## config.mk

```make
export PLATFORM = sky130hd
export DESIGN_NAME = lcd_reading_segment_formatter
export DESIGN_NICKNAME = d
export VERILOG_FILES = /design/src/lcdfmt_pkg.sv /design/src/lcdfmt_frame_out.sv /design/src/lcd_reading_segment_formatter.sv
export SDC_FILE = /design/constraint.sdc
export NUM_CORES = 1
export LEC_CHECK = 0
export BUFFER_PORTS_ARGS = -buffer_cell sky130_fd_sc_hd__buf_2
export CAP_MARGIN = 20
export CORE_MARGIN = 3
export CORE_UTILIZATION = 55
export DETAILED_ROUTE_END_ITERATION = 10
export PLACE_DENSITY_LB_ADDON = 0.2
export SLEW_MARGIN = 15
export SYNTH_ARGS = -nofsm -noshare
export SYNTH_HDL_FRONTEND = slang
export SYNTH_SLANG_ARGS = --single-unit
```

## constraint.sdc

```tcl
create_clock -name clk -period 6.9 [get_ports clk]
set_clock_uncertainty 0.1 [all_clocks]
set_input_delay 1.38 -clock clk [delete_from_list [all_inputs] [get_ports clk]]
set_output_delay 1.38 -clock clk [all_outputs]
set_load 0.005 [all_outputs]
```

## src/lcdfmt_pkg.sv

```systemverilog
// Shared types, constants and digit helpers for the LCD segment formatter.
`default_nettype none

package lcdfmt_pkg;

  localparam int unsigned InWidth   = 32;
  localparam int unsigned OutWidth  = 32;
  localparam int unsigned AddrWidth = 6;

  typedef enum logic [1:0] {
    ACT_ADDRESS  = 2'd0,
    ACT_READINGS = 2'd1,
    ACT_ALL_ON   = 2'd2,
    ACT_NONE     = 2'd3
  } action_t;

  localparam logic [AddrWidth-1:0] SEG_ADDR_LOW  = 6'd0;
  localparam logic [AddrWidth-1:0] SEG_ADDR_HIGH = 6'd13;

  localparam logic [7:0] DP_BIT      = 8'h80;
  localparam logic [7:0] T_BIT       = 8'h08;
  localparam logic [7:0] MINUS_GLYPH = 8'h20;
  localparam logic [7:0] GLYPH_D     = 8'hE6;
  localparam logic [7:0] GLYPH_A     = 8'h77;
  localparam logic [7:0] ALL_ON      = 8'hFF;
  localparam logic [7:0] BLANK       = 8'h00;

  localparam logic [11:0] SAT_POS = 12'd999;
  localparam logic [11:0] SAT_NEG = 12'd99;

  typedef struct packed {
    logic [AddrWidth-1:0] seg_address;
    logic [7:0]           seg_byte_first;
    logic [7:0]           seg_byte_second;
    logic [7:0]           seg_byte_third;
    logic                 last;
  } frame_t;

  typedef struct packed {
    frame_t first;
    frame_t second;
  } frame_pair_t;

  // glyph table for the humidity and address digits
  function automatic logic [7:0] digit_one(input logic [3:0] d);
    logic [7:0] g;
    unique case (d)
      4'd0: g = 8'h7D;
      4'd1: g = 8'h60;
      4'd2: g = 8'h3E;
      4'd3: g = 8'h7A;
      4'd4: g = 8'h63;
      4'd5: g = 8'h5B;
      4'd6: g = 8'h5F;
      4'd7: g = 8'h70;
      4'd8: g = 8'h7F;
      4'd9: g = 8'h7B;
      default: g = 8'h00;
    endcase
    return g;
  endfunction

  // glyph table for the temperature digits
  function automatic logic [7:0] digit_two(input logic [3:0] d);
    logic [7:0] g;
    unique case (d)
      4'd0: g = 8'hD7;
      4'd1: g = 8'h06;
      4'd2: g = 8'hE3;
      4'd3: g = 8'hA7;
      4'd4: g = 8'h36;
      4'd5: g = 8'hB5;
      4'd6: g = 8'hF5;
      4'd7: g = 8'h07;
      4'd8: g = 8'hF7;
      4'd9: g = 8'hB7;
      default: g = 8'h00;
    endcase
    return g;
  endfunction

  // v / 100 for v below 1000: v * 41 / 4096
  function automatic logic [3:0] hundreds_of(input logic [9:0] v);
    logic [15:0] p;
    p = {6'd0, v} * 16'd41;
    return p[15:12];
  endfunction

  function automatic logic [6:0] rem_hundred(input logic [9:0] v, input logic [3:0] h);
    logic [9:0] r;
    r = v - ({6'd0, h} * 10'd100);
    return r[6:0];
  endfunction

  // r / 10 for r below 100: r * 205 / 2048
  function automatic logic [3:0] tens_of(input logic [6:0] r);
    logic [14:0] p;
    p = {8'd0, r} * 15'd205;
    return p[14:11];
  endfunction

  function automatic logic [3:0] ones_of(input logic [6:0] r, input logic [3:0] t);
    logic [6:0] x;
    x = r - ({3'd0, t} * 7'd10);
    return x[3:0];
  endfunction

endpackage

`default_nettype wire

```

## src/lcdfmt_frame_out.sv

```systemverilog
// Output register pair: sends the two frames of one request in turn.
`default_nettype none

module lcdfmt_frame_out
  import lcdfmt_pkg::*;
(
  input  wire logic        clk,
  input  wire logic        rst,
  input  wire logic        load_valid,
  output logic             load_ready,
  input  wire frame_pair_t load_frames,
  output logic             out_valid,
  input  wire logic        out_ready,
  output frame_t           out_frame
);

  frame_pair_t frames;
  logic        busy;
  logic        phase;   // 0: first frame showing, 1: second

  logic load;
  logic take;

  assign take       = busy && out_ready;
  assign load_ready = !busy || (out_ready && phase);
  assign load       = load_valid && load_ready;

  always_ff @(posedge clk) begin
    if (rst) begin
      busy  <= 1'b0;
      phase <= 1'b0;
    end else if (load) begin
      busy  <= 1'b1;
      phase <= 1'b0;
    end else if (take) begin
      if (!phase) begin
        phase <= 1'b1;
      end else begin
        busy  <= 1'b0;
        phase <= 1'b0;
      end
    end
  end

  always_ff @(posedge clk) begin
    if (load) begin
      frames <= load_frames;
    end
  end

  assign out_valid = busy;
  assign out_frame = phase ? frames.second : frames.first;

endmodule

`default_nettype wire

```

## src/lcd_reading_segment_formatter.sv

```systemverilog
// Top level: pipelined decimal split and segment encoding of display requests.
`default_nettype none

// Channel    Dir  Transaction
// s_axis     in   one request: action, humidity_tenths, temp_tenths
// m_axis     out  one frame: segment address and three bytes, tlast on the second
// cfg        in   station_address write, taken at any cycle outside reset
//
// Four register stages (input/saturate, hundreds, tens and ones, glyph lookup)
// feed an output register pair; a taken request moves through the stages in
// order and is then loaded into the pair. Each request yields two frames; the
// pair loads a new request only when empty or as its second frame is taken.
// "No output" requests are dropped on entry and take no slot.
// rst is synchronous and clears valid bits and station_address (to 1); no
// transaction is taken on either input channel while it is high.
// Back-pressure on m_axis stalls each stage only while it holds an item.

module lcd_reading_segment_formatter
  import lcdfmt_pkg::*;
(
  input  wire logic                clk,
  input  wire logic                rst,
  input  wire logic                s_axis_tvalid,
  output logic                     s_axis_tready,
  // [1:0] action, [13:2] humidity_tenths, [25:14] temp_tenths, [31:26] zero
  input  wire logic [InWidth-1:0]  s_axis_tdata,
  output logic                     m_axis_tvalid,
  input  wire logic                m_axis_tready,
  // [5:0] seg_address, [13:6] seg_byte_first, [21:14] seg_byte_second,
  // [29:22] seg_byte_third, [31:30] zero
  output logic [OutWidth-1:0]      m_axis_tdata,
  output logic                     m_axis_tlast,
  input  wire logic                cfg_valid,
  output logic                     cfg_ready,
  input  wire logic [7:0]          cfg_data
);

  // configuration register
  logic [7:0] station_address;

  assign cfg_ready = !rst;

  always_ff @(posedge clk) begin
    if (rst) begin
      station_address <= 8'd1;
    end else if (cfg_valid) begin
      station_address <= cfg_data;
    end
  end

  // input unpack and saturation
  action_t     in_action;
  logic [11:0] in_hum;
  logic [11:0] in_temp;
  logic        in_neg;
  logic [11:0] in_mag;
  logic [9:0]  hum_sat;
  logic [9:0]  mag_sat;

  always_comb begin
    in_action = action_t'(s_axis_tdata[1:0]);
    in_hum    = s_axis_tdata[13:2];
    in_temp   = s_axis_tdata[25:14];
    in_neg    = in_temp[11];
    in_mag    = in_neg ? (~in_temp + 12'd1) : in_temp;
    hum_sat   = (in_hum > SAT_POS) ? SAT_POS[9:0] : in_hum[9:0];
    if (in_neg) begin
      mag_sat = (in_mag > SAT_NEG) ? SAT_NEG[9:0] : in_mag[9:0];
    end else begin
      mag_sat = (in_mag > SAT_POS) ? SAT_POS[9:0] : in_mag[9:0];
    end
  end

  // pipeline handshake: a stage moves when empty or when the next one moves
  logic v1, v2, v3, v4;
  logic r1, r2, r3, r4;
  logic out_load_ready;

  assign r4 = !v4 || out_load_ready;
  assign r3 = !v3 || r4;
  assign r2 = !v2 || r3;
  assign r1 = !v1 || r2;
  assign s_axis_tready = r1 && !rst;

  always_ff @(posedge clk) begin
    if (rst) begin
      v1 <= 1'b0;
      v2 <= 1'b0;
      v3 <= 1'b0;
      v4 <= 1'b0;
    end else begin
      if (r1) v1 <= s_axis_tvalid && (in_action != ACT_NONE);
      if (r2) v2 <= v1;
      if (r3) v3 <= v2;
      if (r4) v4 <= v3;
    end
  end

  // stage 1: saturated values
  action_t    s1_action;
  logic       s1_neg;
  logic [9:0] s1_hum;
  logic [9:0] s1_mag;
  logic [7:0] s1_addr;

  always_ff @(posedge clk) begin
    if (r1) begin
      s1_action <= in_action;
      s1_neg    <= in_neg;
      s1_hum    <= hum_sat;
      s1_mag    <= mag_sat;
      s1_addr   <= station_address;
    end
  end

  // stage 2: hundreds and remainders
  action_t    s2_action;
  logic       s2_neg;
  logic [3:0] s2_hum_h;
  logic [3:0] s2_tmp_h;
  logic [6:0] s2_hum_r;
  logic [6:0] s2_tmp_r;
  logic [6:0] s2_adr_r;
  logic [3:0] hum_h;
  logic [3:0] tmp_h;
  logic [3:0] adr_h;

  assign hum_h = hundreds_of(s1_hum);
  assign tmp_h = hundreds_of(s1_mag);
  assign adr_h = hundreds_of({2'd0, s1_addr});

  always_ff @(posedge clk) begin
    if (r2) begin
      s2_action <= s1_action;
      s2_neg    <= s1_neg;
      s2_hum_h  <= hum_h;
      s2_tmp_h  <= tmp_h;
      s2_hum_r  <= rem_hundred(s1_hum, hum_h);
      s2_tmp_r  <= rem_hundred(s1_mag, tmp_h);
      s2_adr_r  <= rem_hundred({2'd0, s1_addr}, adr_h);
    end
  end

  // stage 3: tens and ones
  action_t    s3_action;
  logic       s3_neg;
  logic [3:0] s3_hum_h, s3_hum_t, s3_hum_o;
  logic [3:0] s3_tmp_h, s3_tmp_t, s3_tmp_o;
  logic [3:0] s3_adr_t, s3_adr_o;
  logic [3:0] hum_t, tmp_t, adr_t;

  assign hum_t = tens_of(s2_hum_r);
  assign tmp_t = tens_of(s2_tmp_r);
  assign adr_t = tens_of(s2_adr_r);

  always_ff @(posedge clk) begin
    if (r3) begin
      s3_action <= s2_action;
      s3_neg    <= s2_neg;
      s3_hum_h  <= s2_hum_h;
      s3_hum_t  <= hum_t;
      s3_hum_o  <= ones_of(s2_hum_r, hum_t);
      s3_tmp_h  <= s2_tmp_h;
      s3_tmp_t  <= tmp_t;
      s3_tmp_o  <= ones_of(s2_tmp_r, tmp_t);
      s3_adr_t  <= adr_t;
      s3_adr_o  <= ones_of(s2_adr_r, adr_t);
    end
  end

  // stage 4: glyph lookup and frame build
  frame_pair_t frames_next;
  frame_pair_t s4_frames;

  always_comb begin
    frames_next.first.seg_address  = SEG_ADDR_LOW;
    frames_next.first.last         = 1'b0;
    frames_next.second.seg_address = SEG_ADDR_HIGH;
    frames_next.second.last        = 1'b1;
    unique case (s3_action)
      ACT_ADDRESS: begin
        frames_next.first.seg_byte_first   = BLANK;
        frames_next.first.seg_byte_second  = digit_one(s3_adr_t);
        frames_next.first.seg_byte_third   = digit_one(s3_adr_o);
        frames_next.second.seg_byte_first  = GLYPH_D;
        frames_next.second.seg_byte_second = GLYPH_D;
        frames_next.second.seg_byte_third  = GLYPH_A;
      end
      ACT_READINGS: begin
        frames_next.first.seg_byte_first   = digit_one(s3_hum_h);
        frames_next.first.seg_byte_second  = digit_one(s3_hum_t) | DP_BIT;
        frames_next.first.seg_byte_third   = digit_one(s3_hum_o);
        frames_next.second.seg_byte_first  = digit_two(s3_tmp_o) | T_BIT;
        frames_next.second.seg_byte_second = digit_two(s3_tmp_t) | T_BIT;
        frames_next.second.seg_byte_third  = s3_neg ? (MINUS_GLYPH | T_BIT)
                                                    : (digit_two(s3_tmp_h) | T_BIT);
      end
      default: begin
        // all segments lit; "no output" never reaches this stage
        frames_next.first.seg_byte_first   = ALL_ON;
        frames_next.first.seg_byte_second  = ALL_ON;
        frames_next.first.seg_byte_third   = ALL_ON;
        frames_next.second.seg_byte_first  = ALL_ON;
        frames_next.second.seg_byte_second = ALL_ON;
        frames_next.second.seg_byte_third  = ALL_ON;
      end
    endcase
  end

  always_ff @(posedge clk) begin
    if (r4) begin
      s4_frames <= frames_next;
    end
  end

  // output register pair
  frame_t out_frame;

  lcdfmt_frame_out u_frame_out (
    .clk         (clk),
    .rst         (rst),
    .load_valid  (v4),
    .load_ready  (out_load_ready),
    .load_frames (s4_frames),
    .out_valid   (m_axis_tvalid),
    .out_ready   (m_axis_tready),
    .out_frame   (out_frame)
  );

  assign m_axis_tdata = {2'b00, out_frame.seg_byte_third, out_frame.seg_byte_second,
                         out_frame.seg_byte_first, out_frame.seg_address};
  assign m_axis_tlast = out_frame.last;

endmodule

`default_nettype wire
```

==> impl_metrics.csv <==
group,metric,value,unit
setup_path,crit_family,"adder cells",
floorplan,die-area,31340,µm²
yosys,synth_common_cells,"ha_1 (260), edfxtp_1 (186), inv_1 (136), nand2_1 (73), dfxtp_1 (70)",
min_path,min_path_cells,0,
yosys,ys_ff_latch,256,
job,max-cap-violations,0,
global_routing,grt_pass1_vias,9586,
routing,antenna_left,0,
routing,route.detailed.drc,0,
global_routing,grt_pass1_wl,46060,µm
setup_path,r2r_cells,19,
setup_path,cp_cell_sequence,"ha_1 -> ha_1 -> fa_1 -> inv_1 -> fa_1 -> inv_1 -> ha_1 -> a211oi_1 -> a2111oi_2 -> o211ai_1 -> and2_1 -> xnor2_1 -> inv_1 -> fa_1 -> xnor2_1 -> xnor2_4 -> xnor2_4 -> mux2_4 -> or3_1",
routing,drt-wirelength-per-cell,14.70,µm
floorplan,fp-row-count,61,
timing,fin_crit_sh,84.97,%
cts,cts_hold_buffers,0,
yosys,yosysTopAreaCell,"edfxtp_1",
floorplan,ios,81,
timing,setup_tns,0,ps
timing,fmaxAchievable,170.6,MHz
global_routing,grt_use_total,17.65,%
cts,cts-resized-gates,0,
routing,drt-initial-drc-count,563,
routing,wl_met3,1052,µm
placed_design,port-buffer-count,69,
cts,cts_root_buf,"clkbuf_16",
routing,wl_met2,12530,µm
routing,wl_met1,12830,µm
cts,clock_path_buffers,3,
timing,worstMarginPinSlew,1037,ps
cts,numCtsBuffers,27,
setup_path,slowest_delay,530,ps
yosys,syn_area_per_cell,11.86,µm²
routing,routed_wl,26820,µm
floorplan,core,28320,µm²
timing,min_period,5863,ps
yosys,ys_seq_area_share,43.42,%
global_routing,grt_remaining_overflow,0,
global_routing,grt_antenna_before_repair,0,
routing,drt-pass1-iter-count,5,
yosys,synth_cell_types,89,
global_routing,grt_max_degree,45,
yosys,syn-instance-count,1357,
cts,clk_pin_slew,60,ps
setup_path,crit_cells,19,
cells_and_area,n_fill_cell,2227,
run_status,status,"complete, no violations",
cells_and_area,fin_nets,1770,
yosys,syn_area,16090,µm²
yosys,synthTopCellsByArea,"edfxtp_1 (35%), ha_1 (20%), dfxtp_1 (8.7%)",
yosys,synth_edf_count,186,
yosys,synth_flop_cell,"edfxtp_1",
timing,rsz0062_at_grt,"no",
yosys,yosys_warnings,0,
timing,final-max-slew-violation-count,0,
setup_path,crit_arrival,6190,ps
min_path,hp-class,"reg2reg",
cts,cts_sinks,256,
routing,vias,9749,
floorplan,start_util,56.82,%
setup_path,critPathMaxFanout,10,
routing,top_layer,"met4",
setup_path,path_class,"reg2reg",
setup_path,critPathLaunchType,"flop",
timing,finalHoldViolCount,0,
cells_and_area,area_growth,9.899,%
setup_path,cp_slowest_cell,"fa_1",
timing,setup_viol,0,
yosys,synth_most_common_cell,"ha_1",
yosys,yosys.area.top_type_share,34.71,%
cts,clock_latency,540,ps
cells_and_area,insertedDiodeCount,0,
yosys,async_flop_share,0,%
cts,ctsHtreeMaxLevel,1,
floorplan,die_y,177.0,µm
setup_path,crit_required,7230,ps
setup_path,path_buf_inv,3,
cts,cts_tree,"done",
placed_design,dp_hpwl,20660,µm
routing,routed_via_density,5.345,
cts,cts_setup_buffers,0,
setup_path,cp-end-kind,"flop",
floorplan,die_w,177.0,µm
cells_and_area,layout-drive-gt1-share,13.49,%
placed_design,place_congestion,0.8343,
timing,maxSlewHeadroom,30.71,%
==> layout make-up <==
type / instances / area (µm²) / share of cell area, %
clock inverter: 14 / 138.9 / 0.7854
tap: 378 / 473.0 / 2.675
timing repair buffer: 77 / 417.9 / 2.363
clock buffer: 36 / 752.0 / 4.252
sequential: 256 / 6987 / 39.51
multi-input combinational: 925 / 8397 / 47.48
inverter: 138 / 518.0 / 2.929
==> final timing paths <==
path / from / endpoint / slack (ps)
setup / recovery: s2_tmp_r[4] / flop / 1040
hold / removal: s4_frames[38] / u_frame_out.frames[38] / 310
setup reg to reg: s2_tmp_r[4] / flop / 1040
hold reg to reg: s4_frames[38] / u_frame_out.frames[38] / 310
==> layer usage <==
| layer | GRT usage [%] | up-vias |
|---|---|---|
| li1 | - | 4999 |
| met1 | 24.32 | 4536 |
| met2 | 30.27 | 180 |
| met3 | 2.360 | 34 |
| met4 | 3.208 | 0 |
| met5 | 0 | - |
==> cell families (layout without fill, tap and decap cells) <==
logic type | count (synthesis) | after routing | share of synthesized area (%)
adder cells (fa/ha/maj) | 300 | 300 | 25.19
flip-flops | 256 | 256 | 43.42
AO/OA/AOI/OAI | 245 | 245 | 11.05
AND/OR/NAND/NOR | 261 | 261 | 8.305
multiplexers | 65 | 65 | 4.261
other | 1 | 5 | 0.02331
XOR/XNOR | 49 | 49 | 3.188
buffers and inverters | 180 | 265 | 4.557
==> stage by stage <==
step	instance area (µm²)	hold slack, ps	setup slack, ps	cells	utilization (%)
floorplan	16110	300.3	1538	1361	-
global placement	16770	303.7	1171	1773	59.23
detailed placement	16770	304.5	1105	1773	59.23
CTS	17660	316.3	1032	1823	62.38
global route	17680	320.7	748.9	1824	62.45
finish	17680	313.4	1037	1824	62.45
==> cell usage in the layout (no fill, tap or decap), drive strengths merged, types with 4 or more instances in the layout <==
cell     synthesis  layout
nand2           74      74
a211oi          10      10
ha             260     260
a31o             8       8
xor2            15      15
o21ai           50      50
or2             10      10
and2            12      12
and3             9       9
buf             16      77
xnor2           32      32
nor2            62      62
a21boi           5       5
mux2i           40      40
a32o             4       4
a211o           16      16
nand3           14      14
o21bai           4       4
nor2b           22      22
or3             11      11
a21oi           40      40
fa              40      40
o211ai           6       6
edfxtp         186     186
clkinv           0       9
conb             1       5
mux2            25      25
a21o            34      34
o2bb2ai          4       4
o22ai           10      10
a2111oi          7       7
o31ai            8       8
nor3            13      13
clkbuf          25      36
a31oi           13      13
inv            138     140
o21a             8       8
nand2b          16      16
dfxtp           70      70
Power is not shown: default switching activity piles up to over one toggle a cycle in this logic, so the estimate is an artifact.
